<file path="src/rtl/irbm_pkg.sv">
// Shared constants, types and codes of the image rotation inverse-mapping block.
package irbm_pkg;

  // Store geometry and fixed-point format.
  localparam int unsigned MaxWidth  = 512;
  localparam int unsigned MaxHeight = 512;
  localparam int unsigned FracBits  = 14;

  // Field widths fixed by the word formats.
  localparam int unsigned CoordW  = 10;
  localparam int unsigned PixW    = 8;
  localparam int unsigned CoefW   = 16;
  localparam int unsigned CfgW    = 16;
  localparam int unsigned CfgIdxW = 2;
  localparam int unsigned DimOutW = 10;
  localparam int unsigned OutDimMax = (1 << DimOutW) - 1;

  // Register reset values.
  localparam logic [CoordW-1:0] SrcWidthRst  = 10'd512;
  localparam logic [CoordW-1:0] SrcHeightRst = 10'd512;
  localparam logic [CoefW-1:0]  CosRst       = 16'd16384;
  localparam logic [CoefW-1:0]  SinRst       = 16'd0;

  // Derived datapath widths.
  localparam int unsigned MaxDim   = (MaxWidth > MaxHeight) ? MaxWidth : MaxHeight;
  localparam int unsigned SizeW    = $clog2(MaxDim);
  localparam int unsigned ProdW    = CoefW + SizeW + 1;
  localparam int unsigned CornW    = ProdW + 1;
  localparam int unsigned SpanW    = CornW + 1;
  localparam int unsigned OffW     = (CornW > FracBits) ? (CornW - FracBits + 1) : 2;
  localparam int unsigned IdxW     = ((OffW > CoordW) ? OffW : CoordW) + 1;
  localparam int unsigned MapProdW = CoefW + IdxW;
  localparam int unsigned MapW     = MapProdW + 1;
  localparam int unsigned ColAW    = $clog2(MaxWidth);
  localparam int unsigned RowAW    = $clog2(MaxHeight);
  localparam int unsigned DimAW    = (ColAW > RowAW) ? ColAW : RowAW;
  localparam int unsigned PosW     = ((MapW - FracBits) > DimAW) ? (MapW - FracBits)
                                                                 : (DimAW + 1);
  localparam int unsigned LimW     = ((CoordW > SizeW) ? CoordW : SizeW) + 2;
  localparam int unsigned MemDepth = MaxWidth * MaxHeight;
  localparam int unsigned AddrW    = $clog2(MemDepth);

  // Result queue and settling time of the bounding-box pipeline.
  localparam int unsigned FifoDepth = 8;
  localparam int unsigned FifoAW    = $clog2(FifoDepth);
  localparam int unsigned CredW     = $clog2(FifoDepth + 1);
  localparam int unsigned GeomLat   = 3;
  localparam int unsigned BusyW     = $clog2(GeomLat + 1);

  typedef enum logic {
    CmdWrite = 1'b0,
    CmdRead  = 1'b1
  } cmd_e;

  typedef enum logic [CfgIdxW-1:0] {
    CfgSrcWidth  = 0,
    CfgSrcHeight = 1,
    CfgCos       = 2,
    CfgSin       = 3
  } cfg_idx_e;

  typedef struct packed {
    cmd_e              cmd;
    logic [CoordW-1:0] col;
    logic [CoordW-1:0] row;
    logic [PixW-1:0]   pixel_in;
  } in_word_t;

  typedef struct packed {
    logic [PixW-1:0]    pixel_out;
    logic               inside_res;
    logic [DimOutW-1:0] out_width;
    logic [DimOutW-1:0] out_height;
  } out_word_t;

  // Settled geometry handed from the box unit to the mapping pipeline.
  typedef struct packed {
    logic signed [CoefW-1:0] cos_q;
    logic signed [CoefW-1:0] sin_q;
    logic [SizeW-1:0]        w1;
    logic [SizeW-1:0]        h1;
    logic signed [OffW-1:0]  x_off;
    logic signed [OffW-1:0]  y_off;
    logic [DimOutW-1:0]      out_width;
    logic [DimOutW-1:0]      out_height;
  } geom_t;

  typedef struct packed {
    logic             en;
    logic             we;
    logic [AddrW-1:0] addr;
    logic [PixW-1:0]  wdata;
  } ram_req_t;

endpackage

</file>
<file path="src/rtl/irbm_fifo.sv">
// Result queue between the mapping pipeline and the output channel.
module irbm_fifo (
  input  logic                clk_i,
  input  logic                rst_ni,
  input  logic                push_i,
  input  irbm_pkg::out_word_t push_word_i,
  input  logic                pop_i,
  output logic                valid_o,
  output irbm_pkg::out_word_t word_o
);
  import irbm_pkg::*;

  out_word_t          mem_q [FifoDepth];
  logic [FifoAW-1:0]  wr_ptr_q, rd_ptr_q;
  logic [FifoAW:0]    count_q;
  logic               full;

  assign full    = (count_q == (FifoAW + 1)'(FifoDepth));
  assign valid_o = (count_q != '0);
  assign word_o  = mem_q[rd_ptr_q];

  always_ff @(posedge clk_i or negedge rst_ni) begin
    if (!rst_ni) begin
      wr_ptr_q <= '0;
      rd_ptr_q <= '0;
      count_q  <= '0;
    end else begin
      if (push_i) begin
        wr_ptr_q <= wr_ptr_q + FifoAW'(1);
      end
      if (pop_i) begin
        rd_ptr_q <= rd_ptr_q + FifoAW'(1);
      end
      if (push_i && !pop_i) begin
        count_q <= count_q + (FifoAW + 1)'(1);
      end else if (pop_i && !push_i) begin
        count_q <= count_q - (FifoAW + 1)'(1);
      end
    end
  end

  always_ff @(posedge clk_i) begin
    if (push_i) begin
      mem_q[wr_ptr_q] <= push_word_i;
    end
  end

  no_overflow: assert property (@(posedge clk_i) disable iff (!rst_ni)
    push_i |-> (!full || pop_i))
    else $error("result queue written while full");

endmodule

</file>
<file path="config.mk">
export PLATFORM = sky130hd
export DESIGN_NAME = irbm_fifo
export DESIGN_NICKNAME = d
export VERILOG_FILES = /design/src/rtl/irbm_pkg.sv /design/src/rtl/irbm_fifo.sv
export SDC_FILE = /design/constraint.sdc
export NUM_CORES = 1
export LEC_CHECK = 0
export ABC_AREA = 1
export BUFFER_PORTS_ARGS = -buffer_cell sky130_fd_sc_hd__buf_2
export CAP_MARGIN = 10
export CORE_UTILIZATION = 31
export CTS_BUF_LIST = sky130_fd_sc_hd__clkbuf_8
export CTS_CLUSTER_DIAMETER = 40
export CTS_CLUSTER_SIZE = 28
export DETAILED_ROUTE_END_ITERATION = 16
export PLACE_DENSITY = 0.55
export SYNTH_ARGS = -nofsm -noshare
export SYNTH_HDL_FRONTEND = slang
export SYNTH_SLANG_ARGS = --single-unit
</file>
<file path="constraint.sdc">
create_clock -name clk_i -period 5.5 [get_ports clk_i]
set_input_delay 1.1 -clock clk_i [delete_from_list [all_inputs] [get_ports clk_i]]
set_output_delay 1.1 -clock clk_i [all_outputs]
set_load 0.03 [all_outputs]
</file>
==> results by group <==
Status
  – Status: finished, final reports clean

Critical path
  – Buf/Inv on CP: 2
  – Crit path DAT: between 2 and 3 ns
  – Most common cell on crit path: nand2_1
  – Crit Path Max Fanout: just under 80
  – Required @ worst endpoint: between 4 and 5 ns
  – Crit-path leading delay family: flip-flops
  – Critical Path, Cell by Cell: buf_4 -> nor2_1 -> nor2_1 -> nand2_1 -> nand2_1 -> nand2_1 -> nand2_1 -> buf_2
  – Crit. End Element: output pin
  – Crit Path Category: reg -> out
  – CP peak stage delay: ~0.96 ns
  – Worst path slowest cell: dfrtp_4
  – Critical Path Start Type: register

Power
  – VDD IR max: roughly 0.20 mV
  – PwrDens: about 540 mW/mm^2
  – Static Leak: 5.25 nW

Logic synthesis
  – Mapped Nets: ~1100
  – Register bit count reported by yosys: roughly 240
  – Cell count after synthesis: between 1000 and 1500
  – Synth unique cells: 19
  – Seq/Total Area, Yosys: 0.683
  – Syn. warnings: 0
  – Avg Cell Area, Syn: between 9 and 10 sq um
  – Mapped cell area: 0.0106 sq mm

Floorplan
  – Chip Height: roughly 190 um
  – Core area: approximately 0.034 sq mm
  – Die footprint: between 0.03 and 0.04 sq mm
  – # IOs: 63
  – DIE WIDTH: about 190 um
  – Initial Util: 0.315
  – Row cnt: between 60 and 70

Detailed routing
  – Via Count: about 6700
  – Initial DRC Count: 386
  – Routed Antenna Nets: 0
  – Pre-antenna DRT Iters: 4
  – DRC: 0
  – Final wirelength: 22.5 mm
  – Avg Vias per Cell: slightly above 4
  – Post-DR wirelength/cell: 13.9 um

Clock network
  – Post-CTS Repair Setup Buffers: 0
  – H-tree levels: 2
  – Inserted Clock Buffers: 38
  – # resized after CTS: 0
  – Cts hold-fix bufs: 0
  – CTS tree: yes
  – Clock transition at path regs: ~0.060 ns
  – Num Clock Sinks: roughly 240
  – Root Buffer: clkbuf_8
  – Worst skew pair latency: roughly 0.52 ns
  – Clock Path Buffers: 3

Min path
  – Hold crit path type: in -> async

Finish
  – Commonest non-fill, non-tap cell in the layout: nand2_1
  – Share of cells above drive strength 1: 0.127
  – Diodes inserted: 0
  – Syn-to-layout area delta: 15.2%
  – Commonest cells after routing, fill and taps aside: nand2_1, nor2_1, edfxtp_1, inv_1, buf_2
  – Final Cell Area: between 0.01 and 0.015 sq mm
  – Final nets: 1183

Placement
  – DP HPWL: about 12 mm
  – DP Area: around 0.011 sq mm
  – Gpl congestion: roughly 0.73
  – Number of I/O port buffers: between 60 and 70

GRT
  – Largest net degree at the start of global routing: 113
  – Global-route wire length before repair: 35.5 mm
  – Grt ovf: 0
  – Initial antenna violation count: 2
  – Vias in the first global route: between 6000 and 7000
  – GRT Total Usage: 0.132

Timing
  – Minimum clock period: roughly 3.9 ns
  – Max-slew headroom: 0.266
  – Hold Vio Cnt, Final: 0
  – Slew Viols, Final: 0
  – Fin crit share: 0.713
  – RSZ-0062 raised after global routing: no
  – Setup TNS Final: 0 ns
  – Final setup fails: 0
  – Worst Skew: between 0.015 and 0.02 ns
  – Fmax: ~250 MHz
  – Slew @ Worst Pin: around 1.1 ns

Run
  – Max cap viols: 0
[state kept, by name, summed over array words and instances, names as in the netlist]
signal and cells:
wr_ptr_q 3, mem_q 232, count_q 4, rd_ptr_q 3
[per-layer routing]
layer / GRT usage / up-vias / part of all wire
li1: - / 3480 / -
met1: 0.166 / 3084 / 0.46
met2: 0.228 / 93 / 0.49
met3: 0.0235 / 29 / 0.034
met4: 0.0416 / 4 / 0.016
met5: 0 / - / 0.0012
[report_power, final]
group          switching [W]  leakage, nW  internal (W)  total [W]
logic                0.00169         2.59      0.000685    0.00237
registers           0.000203         2.22       0.00224    0.00245
clock network       0.000755        0.442      0.000952    0.00171
[cells in the mapped netlist, drive strengths merged]
library cell	count	area share
ha	5	0.0059
o21ai	4	0.0019
xnor2	2	0.0017
xor2	3	0.0025
buf	42	0.027
inv	128	0.045
clkbuf	3	0.0011
or2	2	0.0012
nand2	402	0.14
nor2	241	0.086
nand3	2	0.00095
dfrtp	10	0.024
edfxtp	232	0.66
fa	1	0.0019
[worst register-to-register path: stages, from the launching register on]
cell and delay [ns]:
dfrtp_1 0.40, or2_2 0.42, nor2_4 0.82
[worst paths after layout]
check                                 start      endpoint  slack, ns  cells past startpoint
worst min register to register   count_q[2]    count_q[2]       0.52                      2
worst max-delay path            rd_ptr_q[0]    word_o[23]       1.58                      8
max in group asynchronous            rst_ni   rd_ptr_q[0]       4.82                      1
min in group clk_i               count_q[2]    count_q[2]       0.52                      2
worst max register to register  wr_ptr_q[0]  mem_q[2][12]       3.46                      2
worst min-delay path                 rst_ni   rd_ptr_q[0]       0.45                      1
[per-stage QoR]
| step | util | power (W) | std cells | hold WS, ns | setup slack (ns) |
|---|---|---|---|---|---|
| 6_report | 0.363 | 0.00653 | 1621 | 0.449 | 1.58 |
| 4_1_cts | 0.363 | 0.00664 | 1621 | 0.428 | 1.56 |
| 5_1_grt | 0.363 | 0.00701 | 1621 | 0.444 | 1.36 |
| 2_1_floorplan | - | 0.00427 | 1077 | 0.479 | 2.40 |
| 3_5_place_dp | 0.337 | 0.00492 | 1552 | 0.520 | 2.13 |
| 3_3_place_gp | 0.337 | 0.00489 | 1552 | 0.499 | 2.15 |
[cell type report]
| class | instances | area [sq um] |
|---|---|---|
| fillers | 3346 | 21400 |
| flip-flops and latches | 242 | 7220 |
| multi-input cells | 662 | 2640 |
| clock buffers | 44 | 606 |
| well taps | 448 | 561 |
| inverters | 128 | 480 |
| repair buffers | 72 | 398 |
| clock inverters | 25 | 265 |
[cells by family after synthesis]
group	share of synthesized area
buffers and inverters	0.0731
AOI/OAI and AO/OA	0.00189
xor gates and xnor gates	0.00414
DFF	0.683
and+or+nand+nor	0.230
adders and majority gates	0.00781
(Power assumes the default switching activity.)
