File: config.mk
export PLATFORM = sky130hd
export DESIGN_NAME = irbm_map
export DESIGN_NICKNAME = d
export VERILOG_FILES = /design/src/rtl/irbm_pkg.sv /design/src/rtl/irbm_map.sv
export SDC_FILE = /design/constraint.sdc
export NUM_CORES = 2
export LEC_CHECK = 0
export ABC_AREA = 1
export BUFFER_PORTS_ARGS = -buffer_cell sky130_fd_sc_hd__buf_2
export CORE_ASPECT_RATIO = 0.5
export CORE_MARGIN = 1.5
export CORE_UTILIZATION = 66
export DETAILED_ROUTE_END_ITERATION = 6
export PLACE_DENSITY = 0.82
export SETUP_SLACK_MARGIN = 0.02
export SLEW_MARGIN = 10
export SYNTH_ARGS = -nofsm -noshare
export SYNTH_HDL_FRONTEND = slang
export SYNTH_SLANG_ARGS = --single-unit
export TNS_END_PERCENT = 50
File: constraint.sdc
create_clock -name clk_i -period 6.4 [get_ports clk_i]
set_input_delay 0.96 -clock clk_i [delete_from_list [all_inputs] [get_ports clk_i]]
set_output_delay 0.96 -clock clk_i [all_outputs]
set_load 0.01 [all_outputs]
File: src/rtl/irbm_pkg.sv
// Shared constants, types and codes of the image rotation inverse-mapping block.
package irbm_pkg;

  // Store geometry and fixed-point format.
  localparam int unsigned MaxWidth  = 512;
  localparam int unsigned MaxHeight = 512;
  localparam int unsigned FracBits  = 14;

  // Field widths fixed by the word formats.
  localparam int unsigned CoordW  = 10;
  localparam int unsigned PixW    = 8;
  localparam int unsigned CoefW   = 16;
  localparam int unsigned CfgW    = 16;
  localparam int unsigned CfgIdxW = 2;
  localparam int unsigned DimOutW = 10;
  localparam int unsigned OutDimMax = (1 << DimOutW) - 1;

  // Register reset values.
  localparam logic [CoordW-1:0] SrcWidthRst  = 10'd512;
  localparam logic [CoordW-1:0] SrcHeightRst = 10'd512;
  localparam logic [CoefW-1:0]  CosRst       = 16'd16384;
  localparam logic [CoefW-1:0]  SinRst       = 16'd0;

  // Derived datapath widths.
  localparam int unsigned MaxDim   = (MaxWidth > MaxHeight) ? MaxWidth : MaxHeight;
  localparam int unsigned SizeW    = $clog2(MaxDim);
  localparam int unsigned ProdW    = CoefW + SizeW + 1;
  localparam int unsigned CornW    = ProdW + 1;
  localparam int unsigned SpanW    = CornW + 1;
  localparam int unsigned OffW     = (CornW > FracBits) ? (CornW - FracBits + 1) : 2;
  localparam int unsigned IdxW     = ((OffW > CoordW) ? OffW : CoordW) + 1;
  localparam int unsigned MapProdW = CoefW + IdxW;
  localparam int unsigned MapW     = MapProdW + 1;
  localparam int unsigned ColAW    = $clog2(MaxWidth);
  localparam int unsigned RowAW    = $clog2(MaxHeight);
  localparam int unsigned DimAW    = (ColAW > RowAW) ? ColAW : RowAW;
  localparam int unsigned PosW     = ((MapW - FracBits) > DimAW) ? (MapW - FracBits)
                                                                 : (DimAW + 1);
  localparam int unsigned LimW     = ((CoordW > SizeW) ? CoordW : SizeW) + 2;
  localparam int unsigned MemDepth = MaxWidth * MaxHeight;
  localparam int unsigned AddrW    = $clog2(MemDepth);

  // Result queue and settling time of the bounding-box pipeline.
  localparam int unsigned FifoDepth = 8;
  localparam int unsigned FifoAW    = $clog2(FifoDepth);
  localparam int unsigned CredW     = $clog2(FifoDepth + 1);
  localparam int unsigned GeomLat   = 3;
  localparam int unsigned BusyW     = $clog2(GeomLat + 1);

  typedef enum logic {
    CmdWrite = 1'b0,
    CmdRead  = 1'b1
  } cmd_e;

  typedef enum logic [CfgIdxW-1:0] {
    CfgSrcWidth  = 0,
    CfgSrcHeight = 1,
    CfgCos       = 2,
    CfgSin       = 3
  } cfg_idx_e;

  typedef struct packed {
    cmd_e              cmd;
    logic [CoordW-1:0] col;
    logic [CoordW-1:0] row;
    logic [PixW-1:0]   pixel_in;
  } in_word_t;

  typedef struct packed {
    logic [PixW-1:0]    pixel_out;
    logic               inside_res;
    logic [DimOutW-1:0] out_width;
    logic [DimOutW-1:0] out_height;
  } out_word_t;

  // Settled geometry handed from the box unit to the mapping pipeline.
  typedef struct packed {
    logic signed [CoefW-1:0] cos_q;
    logic signed [CoefW-1:0] sin_q;
    logic [SizeW-1:0]        w1;
    logic [SizeW-1:0]        h1;
    logic signed [OffW-1:0]  x_off;
    logic signed [OffW-1:0]  y_off;
    logic [DimOutW-1:0]      out_width;
    logic [DimOutW-1:0]      out_height;
  } geom_t;

  typedef struct packed {
    logic             en;
    logic             we;
    logic [AddrW-1:0] addr;
    logic [PixW-1:0]  wdata;
  } ram_req_t;

endpackage

File: src/rtl/irbm_map.sv
// Inverse-mapping pipeline: offset, rotate, floor, bound and access the source store.
module irbm_map (
  input  logic                   clk_i,
  input  logic                   rst_ni,
  input  logic                   in_take_i,
  input  irbm_pkg::in_word_t     in_word_i,
  input  irbm_pkg::geom_t        geom_i,
  output irbm_pkg::ram_req_t     ram_req_o,
  input  logic [irbm_pkg::PixW-1:0] ram_rdata_i,
  output logic                   res_valid_o,
  output irbm_pkg::out_word_t    res_word_o
);
  import irbm_pkg::*;

  // Stage 1: output position plus bounding-box offset; store address for writes.
  logic signed [IdxW-1:0] col_s, row_s, xoff_s, yoff_s;
  logic                   wr_ok_d;
  logic [AddrW-1:0]       wr_addr_d;

  always_comb begin
    col_s     = IdxW'(in_word_i.col);
    row_s     = IdxW'(in_word_i.row);
    xoff_s    = IdxW'(geom_i.x_off);
    yoff_s    = IdxW'(geom_i.y_off);
    wr_ok_d   = (LimW'(in_word_i.col) < LimW'(MaxWidth)) &&
                (LimW'(in_word_i.row) < LimW'(MaxHeight));
    wr_addr_d = AddrW'(AddrW'(in_word_i.row) * AddrW'(MaxWidth)) + AddrW'(in_word_i.col);
  end

  logic                   v1_q, v2_q, v3_q, v4_q;
  logic                   rd1_q, rd2_q, rd3_q;
  logic signed [IdxW-1:0] i1_q, j1_q;
  logic                   wok1_q, wok2_q, wok3_q;
  logic [AddrW-1:0]       wa1_q, wa2_q, wa3_q;
  logic [PixW-1:0]        pix1_q, pix2_q, pix3_q;

  // Stage 2: the four rotation products.
  logic signed [CoefW-1:0]    c_s, s_s;
  logic signed [MapProdW-1:0] ci2_q, sj2_q, si2_q, cj2_q;

  assign c_s = geom_i.cos_q;
  assign s_s = geom_i.sin_q;

  // Stage 3: sums floored to whole source positions.
  logic signed [MapW-1:0] xs, ys, xsh, ysh;
  logic signed [PosW-1:0] px3_q, py3_q;

  always_comb begin
    xs  = MapW'(ci2_q) + MapW'(sj2_q);
    ys  = MapW'(cj2_q) - MapW'(si2_q);
    xsh = xs >>> FracBits;
    ysh = ys >>> FracBits;
  end

  // Store access from stage 3.
  logic signed [PosW-1:0] w1c, h1c;
  logic                   inside3;
  logic [AddrW-1:0]       rd_addr;

  always_comb begin
    w1c     = PosW'(geom_i.w1);
    h1c     = PosW'(geom_i.h1);
    inside3 = !px3_q[PosW-1] && !py3_q[PosW-1] && (px3_q <= w1c) && (py3_q <= h1c);
    rd_addr = AddrW'(AddrW'(py3_q[RowAW-1:0]) * AddrW'(MaxWidth)) +
              AddrW'(px3_q[ColAW-1:0]);
    ram_req_o.en    = v3_q && (rd3_q ? inside3 : wok3_q);
    ram_req_o.we    = !rd3_q;
    ram_req_o.addr  = rd3_q ? rd_addr : wa3_q;
    ram_req_o.wdata = pix3_q;
  end

  logic inside4_q;

  always_ff @(posedge clk_i or negedge rst_ni) begin
    if (!rst_ni) begin
      v1_q <= 1'b0;
      v2_q <= 1'b0;
      v3_q <= 1'b0;
      v4_q <= 1'b0;
    end else begin
      v1_q <= in_take_i;
      v2_q <= v1_q;
      v3_q <= v2_q;
      v4_q <= v3_q && rd3_q;
    end
  end

  always_ff @(posedge clk_i) begin
    rd1_q     <= (in_word_i.cmd == CmdRead);
    i1_q      <= col_s + xoff_s;
    j1_q      <= row_s + yoff_s;
    wok1_q    <= wr_ok_d;
    wa1_q     <= wr_addr_d;
    pix1_q    <= in_word_i.pixel_in;
    rd2_q     <= rd1_q;
    ci2_q     <= c_s * i1_q;
    sj2_q     <= s_s * j1_q;
    si2_q     <= s_s * i1_q;
    cj2_q     <= c_s * j1_q;
    wok2_q    <= wok1_q;
    wa2_q     <= wa1_q;
    pix2_q    <= pix1_q;
    rd3_q     <= rd2_q;
    px3_q     <= PosW'(xsh);
    py3_q     <= PosW'(ysh);
    wok3_q    <= wok2_q;
    wa3_q     <= wa2_q;
    pix3_q    <= pix2_q;
    inside4_q <= inside3;
  end

  always_comb begin
    res_word_o.pixel_out  = inside4_q ? ram_rdata_i : '0;
    res_word_o.inside_res = inside4_q;
    res_word_o.out_width  = geom_i.out_width;
    res_word_o.out_height = geom_i.out_height;
  end

  assign res_valid_o = v4_q;

endmodule

==> impl_results.md <==
- Synth area leader: fa_1
- CTS tree: done
- Routed via count: 41836
- Endpoint class of the critical path: register
- Syn-to-layout area delta: 9.638%
- Initial detailed-routing violation count: 3538
- Drt total wl: 145100 µm
- Cell Count, Final, Fillers Out: 7754
- Least-Margin Pin Slew: 0.7760 ns
- Crit Reg-Reg Endpoint: cj2_q[26]
- Hold_buf cts: 0
- CP Cell Sequence: nand2_1 > fa_1 > inv_1 > fa_1 > buf_4 > inv_1 > fa_1 > inv_1 > fa_1 > fa_1 > inv_1 > fa_1 > inv_1 > ha_1 > nand2_1 > nor3_1 > nand4_1 > nand3_1 > xor2_1
- # H-tree levels: 1
- Slowest cell on crit path: dfxtp_1
- Crit Path Class: register to register
- Final Max Slew Viols: 0
- Syn_area_per_cell: 7.786 µm²
- Total grt overflow: 0
- Crit-path max FO: 7
- WL/cell: 18.71 µm
- R2R cell count: 19
- Status: complete, no violations
- Fin nets: 8219
- Synth Flop Type: dfxtp_1
- Initial antenna violation count: 14
- RSZ-0062 raised after global routing: false
- Post-route ant nets: 0
- Worst path arrival time: 6.53 ns
- GP Congestion: 0.9535
- Num CTS Buffers: 30
- Fin. Hold Viols: 0
- Setup-failing EPs final: 0
- DP Wirelength: 124500 µm
- # IOs: 196
- Post-Syn Nets: 7947
- Clk pin slew, worst setup/hold paths: 0.07 ns
- Clock Skews: 0.03407 ns
- Core area: 75150 µm²
- Clk_lat worst skew: 0.64 ns
- Horiz. Die Dim: 392.5 µm
- CTS Root Cell: clkbuf_16
- Part of the cycle the worst path needs: 93.52%
- Post-synthesis instance total: 6431
- Post-synth EDFFs: 0
- Vias in the first global route: 44277
- Worst Path Required: 6.95 ns
- Die area: 77630 µm²
- Pre-Repair DR Iteration Count: 7
- Fillers: 5859
- GR Util All Layers: 38.63%
- Mapped cell area: 50070 µm²
- DRC: 0
- Max-slew headroom: 48.19%
- Post-synthesis sequential area ratio: 11.19%
- Max capacitance violation total: 0
- Post-synth ARST share: 1.434%
- # resized after CTS: 0
- Setup repair bufs after CTS: 0
- Placed Cells incl. Taps: 7693
- Yosys cell types: 48
- Worst hold path class: input port to asynchronous set/reset pin
- Worst R2R Start: j1_q[3]
- Setup crit start kind: register
- R2R Setup Slk: 0.41 ns
- Vias per inst: 5.395
- Setup crit start: j1_q[3]
- CTS max path bufs: 3
- Ranking of synthesized cells by area: fa_1, inv_1, nand2_1
- Worst path max stage delay: 0.79 ns
- Top cell type's share of synthesized area: 37.66%
- Final min period: 5.985 ns
- # port buffers: 155
- Clock sink count: 279
- First-pass GRT wire length: 230200 µm
- Max Freq: 167.1 MHz
- Fraction of layout cells with a size suffix above 1: 8.162%
- Die Ht: 197.8 µm
- Largest net degree at the start of global routing: 33
- Cell repeated most along the worst path: fa_1
- Syn. warnings: 0
- Row cnt: 71
- Initial Util: 66.63%
- #FFs+latches synth: 279
==> synthesized netlist by cell type, drive strengths merged (31+ instances only) <==
cell type,number
xnor2,48
nand3,151
nor3,33
xor2,118
nand2,1553
clkbuf,184
ha,436
fa,942
nand4,39
dfxtp,275
inv,1840
nor2,315
o21ai,122
o21bai,31
a21oi,205
==> layout by cell type (no fill, tap or decap), types with 14 or more instances in the layout <==
cell	n
ha_1	436
buf_2	155
dfxtp_1	274
nor4_1	14
xnor2_1	48
nand3_1	148
nand4_1	39
nor3_1	30
clkbuf_16	31
a21o_1	22
nor2_1	310
nand2_1	1545
o21bai_1	30
o21ai_0	111
buf_12	26
inv_1	1838
a21oi_1	200
buf_4	270
xor2_1	118
fa_1	942
==> metrics by stage <==
stage / hold slack (ns) / TNS, ns / setup WS [ns] / util, % / area, µm²
after floorplan: 0.3096 / 0 / 0.3029 / - / 50070
after global placement: 0.3099 / 0 / 0.01262 / 71.59 / 53800
after detailed placement: 0.3121 / -0.2756 / -0.05194 / 71.59 / 53800
after CTS: 0.1074 / 0 / 0.2883 / 73.03 / 54880
after global routing: 0.1179 / 0 / 0.04635 / 73.04 / 54890
final: 0.1322 / 0 / 0.4150 / 73.05 / 54900
==> worst max-delay path by stage <==
stage / to
after floorplan: cj2_q[30]
final: cj2_q[26]
after CTS: sj2_q[13]
after detailed placement: si2_q[29]
after global routing: cj2_q[27]
after global placement: si2_q[29]
==> state kept, by name, indices dropped and copies added (netlist names), 15 cells and up <==
signal,count
sj2_q,31
cj2_q,31
i1_q,15
wa1_q,18
j1_q,15
py3_q,18
px3_q,18
wa2_q,18
ci2_q,31
si2_q,31
wa3_q,18
==> per-layer routing <==
layer	global-route usage, %	share of wire, %	up-vias
li1	-	-	19115
met1	51.26	40	20138
met2	58.51	42	2130
met3	14.09	14	441
met4	13.61	3.7	12
met5	0	0.044	-
==> critical path, delay by kind of cell, from the launching register on <==
| family | cells | cell delay, ns |
|---|---|---|
| flip-flops | 1 | 0.79 |
| adder cells (fa/ha/maj) | 7 | 3.39 |
| XOR/XNOR | 1 | 0.23 |
| buffers and inverters | 6 | 0.49 |
| AND/OR/NAND/NOR | 5 | 0.99 |
==> layout make-up <==
cell class	instances	area, µm²	share of cell area [%]
inverters	1842	6914	12.59
diodes	6	15.01	0.02735
multi-input cells	4099	36680	66.82
clock inverters	17	217.7	0.3966
flip-flops and latches	279	5607	10.21
well taps	1022	1279	2.329
clock buffers	38	862.1	1.570
repair buffers	451	3323	6.053
==> kinds of logic (layout without fill, tap and decap cells) <==
family | count (synthesis) | in the layout | share of synthesized area (%)
AND/OR/NAND/NOR | 2136 | 2136 | 17.08
buffers and inverters | 2053 | 2348 | 15.55
adder cells (fa/ha/maj) | 1378 | 1378 | 48.56
AO/OA/AOI/OAI | 419 | 419 | 4.715
flip-flops | 279 | 279 | 11.19
XOR/XNOR | 166 | 166 | 2.904
other | 0 | 6 | 0
Power is not shown: default switching activity piles up to over one toggle a cycle in this logic, so the estimate is an artifact.
