File: src/rtl/irbm_pkg.sv
// Shared constants, types and codes of the image rotation inverse-mapping block.
package irbm_pkg;

  // Store geometry and fixed-point format.
  localparam int unsigned MaxWidth  = 512;
  localparam int unsigned MaxHeight = 512;
  localparam int unsigned FracBits  = 14;

  // Field widths fixed by the word formats.
  localparam int unsigned CoordW  = 10;
  localparam int unsigned PixW    = 8;
  localparam int unsigned CoefW   = 16;
  localparam int unsigned CfgW    = 16;
  localparam int unsigned CfgIdxW = 2;
  localparam int unsigned DimOutW = 10;
  localparam int unsigned OutDimMax = (1 << DimOutW) - 1;

  // Register reset values.
  localparam logic [CoordW-1:0] SrcWidthRst  = 10'd512;
  localparam logic [CoordW-1:0] SrcHeightRst = 10'd512;
  localparam logic [CoefW-1:0]  CosRst       = 16'd16384;
  localparam logic [CoefW-1:0]  SinRst       = 16'd0;

  // Derived datapath widths.
  localparam int unsigned MaxDim   = (MaxWidth > MaxHeight) ? MaxWidth : MaxHeight;
  localparam int unsigned SizeW    = $clog2(MaxDim);
  localparam int unsigned ProdW    = CoefW + SizeW + 1;
  localparam int unsigned CornW    = ProdW + 1;
  localparam int unsigned SpanW    = CornW + 1;
  localparam int unsigned OffW     = (CornW > FracBits) ? (CornW - FracBits + 1) : 2;
  localparam int unsigned IdxW     = ((OffW > CoordW) ? OffW : CoordW) + 1;
  localparam int unsigned MapProdW = CoefW + IdxW;
  localparam int unsigned MapW     = MapProdW + 1;
  localparam int unsigned ColAW    = $clog2(MaxWidth);
  localparam int unsigned RowAW    = $clog2(MaxHeight);
  localparam int unsigned DimAW    = (ColAW > RowAW) ? ColAW : RowAW;
  localparam int unsigned PosW     = ((MapW - FracBits) > DimAW) ? (MapW - FracBits)
                                                                 : (DimAW + 1);
  localparam int unsigned LimW     = ((CoordW > SizeW) ? CoordW : SizeW) + 2;
  localparam int unsigned MemDepth = MaxWidth * MaxHeight;
  localparam int unsigned AddrW    = $clog2(MemDepth);

  // Result queue and settling time of the bounding-box pipeline.
  localparam int unsigned FifoDepth = 8;
  localparam int unsigned FifoAW    = $clog2(FifoDepth);
  localparam int unsigned CredW     = $clog2(FifoDepth + 1);
  localparam int unsigned GeomLat   = 3;
  localparam int unsigned BusyW     = $clog2(GeomLat + 1);

  typedef enum logic {
    CmdWrite = 1'b0,
    CmdRead  = 1'b1
  } cmd_e;

  typedef enum logic [CfgIdxW-1:0] {
    CfgSrcWidth  = 0,
    CfgSrcHeight = 1,
    CfgCos       = 2,
    CfgSin       = 3
  } cfg_idx_e;

  typedef struct packed {
    cmd_e              cmd;
    logic [CoordW-1:0] col;
    logic [CoordW-1:0] row;
    logic [PixW-1:0]   pixel_in;
  } in_word_t;

  typedef struct packed {
    logic [PixW-1:0]    pixel_out;
    logic               inside_res;
    logic [DimOutW-1:0] out_width;
    logic [DimOutW-1:0] out_height;
  } out_word_t;

  // Settled geometry handed from the box unit to the mapping pipeline.
  typedef struct packed {
    logic signed [CoefW-1:0] cos_q;
    logic signed [CoefW-1:0] sin_q;
    logic [SizeW-1:0]        w1;
    logic [SizeW-1:0]        h1;
    logic signed [OffW-1:0]  x_off;
    logic signed [OffW-1:0]  y_off;
    logic [DimOutW-1:0]      out_width;
    logic [DimOutW-1:0]      out_height;
  } geom_t;

  typedef struct packed {
    logic             en;
    logic             we;
    logic [AddrW-1:0] addr;
    logic [PixW-1:0]  wdata;
  } ram_req_t;

endpackage

File: src/rtl/irbm_geom.sv
// Configuration registers and the three-stage bounding-box unit.
module irbm_geom (
  input  logic                        clk_i,
  input  logic                        rst_ni,
  input  logic                        cfg_we_i,
  input  logic [irbm_pkg::CfgIdxW-1:0] cfg_idx_i,
  input  logic [irbm_pkg::CfgW-1:0]   cfg_data_i,
  output irbm_pkg::geom_t             geom_o,
  output logic                        busy_o
);
  import irbm_pkg::*;

  localparam int unsigned CornW1 = CornW + 1;
  localparam int unsigned SpanUW = SpanW + 1;
  localparam logic [SpanUW-1:0] RoundAdd = SpanUW'((64'd1 << FracBits) - 64'd1);

  // Ceiling of a nonnegative scaled span, saturated to the output field.
  function automatic logic [DimOutW-1:0] ceil_dim(input logic signed [SpanW-1:0] span);
    logic [SpanUW-1:0] rnd;
    logic [SpanUW-1:0] q;
    rnd = SpanUW'(span) + RoundAdd;
    q   = rnd >> FracBits;
    if (q > SpanUW'(OutDimMax)) begin
      return DimOutW'(OutDimMax);
    end
    return q[DimOutW-1:0];
  endfunction

  // Scaled value divided by the scale, truncated toward zero.
  function automatic logic signed [OffW-1:0] trunc_off(input logic signed [CornW-1:0] v);
    logic signed [CornW1-1:0] ve;
    logic [CornW1-1:0]        mag;
    logic [CornW1-1:0]        sh;
    ve  = CornW1'(v);
    mag = ve[CornW1-1] ? CornW1'(-ve) : CornW1'(ve);
    sh  = mag >> FracBits;
    if (ve[CornW1-1]) begin
      return -OffW'(sh);
    end
    return OffW'(sh);
  endfunction

  logic [CoordW-1:0]       src_width_q, src_height_q;
  logic signed [CoefW-1:0] cos_q, sin_q;
  logic [BusyW-1:0]        busy_q, busy_d;

  always_ff @(posedge clk_i or negedge rst_ni) begin
    if (!rst_ni) begin
      src_width_q  <= SrcWidthRst;
      src_height_q <= SrcHeightRst;
      cos_q        <= CosRst;
      sin_q        <= SinRst;
      busy_q       <= BusyW'(GeomLat);
    end else begin
      busy_q <= busy_d;
      if (cfg_we_i) begin
        case (cfg_idx_i)
          CfgSrcWidth:  src_width_q  <= cfg_data_i[CoordW-1:0];
          CfgSrcHeight: src_height_q <= cfg_data_i[CoordW-1:0];
          CfgCos:       cos_q        <= cfg_data_i;
          CfgSin:       sin_q        <= cfg_data_i;
          default:      ;
        endcase
      end
    end
  end

  always_comb begin
    busy_d = busy_q;
    if (cfg_we_i) begin
      busy_d = BusyW'(GeomLat);
    end else if (busy_q != '0) begin
      busy_d = busy_q - BusyW'(1);
    end
  end

  assign busy_o = (busy_q != '0);

  // Stage 1: clamp the sizes and form the four corner products.
  logic [LimW-1:0]         sw, sh, w1_full, h1_full;
  logic signed [SizeW:0]   w1_s, h1_s;
  logic [SizeW-1:0]        w1_q, h1_q;
  logic signed [ProdW-1:0] pcw_d, pch_d, psw_d, psh_d;
  logic signed [ProdW-1:0] pcw_q, pch_q, psw_q, psh_q;

  always_comb begin
    sw = LimW'(src_width_q);
    sh = LimW'(src_height_q);
    if (sw == '0) begin
      w1_full = '0;
    end else if (sw > LimW'(MaxWidth)) begin
      w1_full = LimW'(MaxWidth - 1);
    end else begin
      w1_full = sw - LimW'(1);
    end
    if (sh == '0) begin
      h1_full = '0;
    end else if (sh > LimW'(MaxHeight)) begin
      h1_full = LimW'(MaxHeight - 1);
    end else begin
      h1_full = sh - LimW'(1);
    end
    w1_s  = {1'b0, w1_full[SizeW-1:0]};
    h1_s  = {1'b0, h1_full[SizeW-1:0]};
    pcw_d = cos_q * w1_s;
    pch_d = cos_q * h1_s;
    psw_d = sin_q * w1_s;
    psh_d = sin_q * h1_s;
  end

  // Stage 2: corners and their extremes.
  logic signed [CornW-1:0] xc [4];
  logic signed [CornW-1:0] yc [4];
  logic signed [CornW-1:0] xmin_d, xmax_d, ymin_d, ymax_d;
  logic signed [CornW-1:0] xmin_q, xmax_q, ymin_q, ymax_q;

  always_comb begin
    xc[0] = '0;
    xc[1] = -CornW'(psh_q);
    xc[2] = CornW'(pcw_q);
    xc[3] = CornW'(pcw_q) - CornW'(psh_q);
    yc[0] = '0;
    yc[1] = CornW'(pch_q);
    yc[2] = CornW'(psw_q);
    yc[3] = CornW'(psw_q) + CornW'(pch_q);
    xmin_d = xc[0];
    xmax_d = xc[0];
    ymin_d = yc[0];
    ymax_d = yc[0];
    for (int k = 1; k < 4; k++) begin
      if (xc[k] < xmin_d) xmin_d = xc[k];
      if (xc[k] > xmax_d) xmax_d = xc[k];
      if (yc[k] < ymin_d) ymin_d = yc[k];
      if (yc[k] > ymax_d) ymax_d = yc[k];
    end
  end

  // Stage 3: offsets and output size.
  logic signed [OffW-1:0] x_off_q, y_off_q;
  logic [DimOutW-1:0]     out_w_q, out_h_q;
  logic signed [SpanW-1:0] span_x, span_y;

  assign span_x = SpanW'(xmax_q) - SpanW'(xmin_q);
  assign span_y = SpanW'(ymax_q) - SpanW'(ymin_q);

  always_ff @(posedge clk_i) begin
    w1_q    <= w1_full[SizeW-1:0];
    h1_q    <= h1_full[SizeW-1:0];
    pcw_q   <= pcw_d;
    pch_q   <= pch_d;
    psw_q   <= psw_d;
    psh_q   <= psh_d;
    xmin_q  <= xmin_d;
    xmax_q  <= xmax_d;
    ymin_q  <= ymin_d;
    ymax_q  <= ymax_d;
    x_off_q <= trunc_off(xmin_q);
    y_off_q <= trunc_off(ymin_q);
    out_w_q <= ceil_dim(span_x);
    out_h_q <= ceil_dim(span_y);
  end

  always_comb begin
    geom_o.cos_q      = cos_q;
    geom_o.sin_q      = sin_q;
    geom_o.w1         = w1_q;
    geom_o.h1         = h1_q;
    geom_o.x_off      = x_off_q;
    geom_o.y_off      = y_off_q;
    geom_o.out_width  = out_w_q;
    geom_o.out_height = out_h_q;
  end

  busy_after_cfg: assert property (@(posedge clk_i) disable iff (!rst_ni)
    cfg_we_i |=> (busy_q == BusyW'(GeomLat)))
    else $error("box unit not restarted after a register write");

endmodule

File: config.mk
export PLATFORM = sky130hd
export DESIGN_NAME = irbm_geom
export DESIGN_NICKNAME = d
export VERILOG_FILES = /design/src/rtl/irbm_pkg.sv /design/src/rtl/irbm_geom.sv
export SDC_FILE = /design/constraint.sdc
export NUM_CORES = 2
export LEC_CHECK = 0
export BUFFER_PORTS_ARGS = -buffer_cell sky130_fd_sc_hd__buf_2
export CORE_AREA = 3 3 315 317
export DETAILED_ROUTE_END_ITERATION = 7
export DIE_AREA = 0 0 318 320
export MAX_ROUTING_LAYER = met4
export PLACE_DENSITY_LB_ADDON = 0.3
export SYNTH_ARGS = -nofsm -noshare
export SYNTH_HDL_FRONTEND = slang
export SYNTH_SLANG_ARGS = --single-unit
File: constraint.sdc
create_clock -name clk_i -period 8.2 [get_ports clk_i]
set_input_delay 0.41 -clock clk_i [delete_from_list [all_inputs] [get_ports clk_i]]
set_output_delay 0.41 -clock clk_i [all_outputs]
set_load 0.02 [all_outputs]
==> results.json <==
{
  "status": "completed",
  "num-fill-cells": 9153,
  "multi_input_area_um2": 33300,
  "reg2reg_from": "src_width_q[0]",
  "fin_crit_sh_pct": 94.3,
  "worstPathArrival_ns": 8.25,
  "grt_usage_pct": 22.7,
  "start_util_pct": 45.0,
  "slowest_delay_ns": 0.52,
  "final.setup_skew_ns": 0.0314,
  "yosysTopAreaCell": "fa_1",
  "async_flop_share_pct": 16.3,
  "antenna_found_initial": 8,
  "drt_wl_total_um": 112000,
  "worstSkewPairLatency_ns": 0.60,
  "hold_viol": 0,
  "drc": 0,
  "dieArea_um2": 102000,
  "ys_warn_count": 0,
  "cp_max_fo": 20,
  "busiest_layer": "met2",
  "clk_pin_slew_ns": 0.06,
  "crit_slowest_cell": "fa_1",
  "hp-class": "in -> reg",
  "wl_per_cell_um": 17.9,
  "fin_tns_setup_ns": 0,
  "nets": 6068,
  "grtUsageMet3_pct": 3.17,
  "grt_pass1_wl_um": 182000,
  "startpoint": "src_width_q[0]",
  "rsz0062_at_grt": "no",
  "dp_hpwl_um": 90900,
  "core-area_um2": 96600,
  "synth_top_area_share_pct": 22.6,
  "worst_pin_slew_ns": 1.25,
  "max_slew_margin_pct": 14.6,
  "met2_usage_pct": 34.4,
  "area_growth_pct": 8.48,
  "drtAntennaViolNets": 0,
  "grtUsageMet1_pct": 31.6,
  "netlist_top_cells_count": "inv_1 (772), ha_1 (601), fa_1 (490)",
  "gp_congestion": 0.925,
  "hold_slack_ns": 0.0501,
  "cts_tree": "yes",
  "fmax_ghz": 0.129,
  "cts-htree-levels": 2,
  "synth_edf_count": 0,
  "min_period_ns": 7.74,
  "rows": 114,
  "postSynthCellCount": 4872,
  "vias_per_cell": 5.35,
  "clk_path_buf_depth": 3,
  "synth_area_leaders": "fa_1 (23%), ha_1 (17%), dfxtp_1 (13%)",
  "final-seq-area_um2": 6920,
  "grt_max_degree": 55,
  "ys_seq_area_share_pct": 15.9,
  "clockRootBuffer": "clkbuf_16",
  "syn-cell-area_um2": 43500,
  "cts-buffers-inserted": 40,
  "portBuffers": 119,
  "setup_violations": 0,
  "num_io_pins": 120,
  "overflow": 0,
  "critPathKind": "reg -> reg",
  "final_max_slew_viol_count": 0,
  "die_h_um": 320,
  "fp.dieW_um": 318,
  "post-cts-setup-buffers": 0,
  "cp.required_ns": 8.71,
  "cpMostUsedCell": "fa_1",
  "postSynthAreaPerCell_um2": 8.93,
  "clock_sinks": 332,
  "max_cap_viol_count": 0,
  "drive_gt1_share_pct": 7.86,
  "synth_most_common_cell": "inv_1",
  "critPathCaptureType": "register",
  "grt_pass1_vias": 33700,
  "synth-seq-cells": 332,
  "dr.pass1.iters": 6,
  "drt_iter0_markers": 1923,
  "cp-start-kind": "register",
  "synthFlopType": "dfxtp_1",
  "vias": 33500,
  "synth_cell_type_count": 84,
  "hold_start": "cfg_data_i[14]"
}
## stage by stage
step,cells,setup WS [ns],cell area [um^2],util (%)
after floorplan,4873,1.14,43500,-
after global placement,6188,0.327,45800,47.4
after detailed placement,6188,0.146,45800,47.4
after CTS,6261,0.126,47100,48.8
after global routing,6266,0.0165,47200,48.9
final,6267,0.464,47200,48.9
## per-layer routing
metal	vias to the layer above	share of wire, %
met5	-	0
met4	0	2.7
met3	150	5.9
met2	917	43
met1	16200	48
li1	16200	-
## timing repair
item / 4_1_cts / 5_1_grt
hold buffers: 1 / 0
hold endpoints to repair: 49 / 0
resized for setup: 0 / 9
setup endpoints to repair: 0 / 12
## cell type report
cell class | instances | area share [%]
antenna | 5 | 0.0265
clock buffer | 51 | 2.38
clock inverter | 21 | 0.491
inverter | 773 | 6.15
multi-input combinational | 3628 | 70.6
sequential | 332 | 14.7
tap | 1276 | 3.38
timing repair buffer | 181 | 2.31
## critical path: cells and delay by family (launching register included)
family | cells | cell delay (ns)
adders and majority gates | 7 | 2.95
xor gates and xnor gates | 1 | 0.22
buffers and inverters | 4 | 0.61
DFF | 1 | 0.41
AOI/OAI and AO/OA | 8 | 1.96
and+or+nand+nor | 7 | 1.49
## final timing paths
kind,end,slack (ns),cells after the start
min in group asynchronous,cos_q[2],0.47,3
max,pcw_q[25],0.46,27
min,sin_q[14],0.05,2
max in group asynchronous,src_width_q[6],7.28,3
max reg2reg,pcw_q[25],0.46,27
min reg2reg,y_off_q[8],0.50,1
## registers in the layout, summed over array words and instances (netlist names)
name	cells
x_off_q	14
src_width_q	10
psw_q	26
w1_q	9
xmin_q	27
busy_q	2
out_w_q	10
y_off_q	14
ymax_q	27
out_h_q	10
pch_q	26
cos_q	16
sin_q	16
xmax_q	27
pcw_q	26
h1_q	9
psh_q	26
src_height_q	10
ymin_q	27
## cells in the final DEF, fill, tap and decap left out, types with 25 or more instances in the layout
| cell | instances |
|---|---|
| buf_4 | 59 |
| mux2i_1 | 113 |
| nor3_1 | 55 |
| a211oi_1 | 25 |
| xnor2_1 | 171 |
| nand2b_1 | 40 |
| mux2_2 | 81 |
| ha_1 | 601 |
| fa_1 | 490 |
| dfrtp_1 | 49 |
| nor2_1 | 163 |
| inv_1 | 772 |
| nand2_1 | 439 |
| xor2_1 | 55 |
| nand3_1 | 56 |
| a21oi_1 | 236 |
| a31oi_1 | 36 |
| o21a_1 | 35 |
| clkbuf_16 | 41 |
| nor2b_1 | 60 |
| dfxtp_1 | 278 |
| buf_2 | 119 |
| nand4_1 | 62 |
| o21ai_0 | 122 |
| and2_1 | 392 |
| a21o_1 | 95 |
## cells by family (layout without fill, tap and decap cells)
| group | count (synthesis) | count (layout) | share of synthesized area (%) |
|---|---|---|---|
| simple gates | 1388 | 1388 | 16.4 |
| fa+ha+maj | 1092 | 1092 | 39.9 |
| buf+inv | 914 | 1026 | 7.91 |
| compound gates | 721 | 722 | 10.5 |
| flops | 332 | 332 | 15.9 |
| xor+xnor | 227 | 227 | 4.57 |
| mux | 197 | 197 | 4.77 |
| other cells | 1 | 7 | 0.00862 |
Power is left out: the tool's default activity adds up to more than one toggle a clock period on the data nets, which glitch-free logic cannot reach.
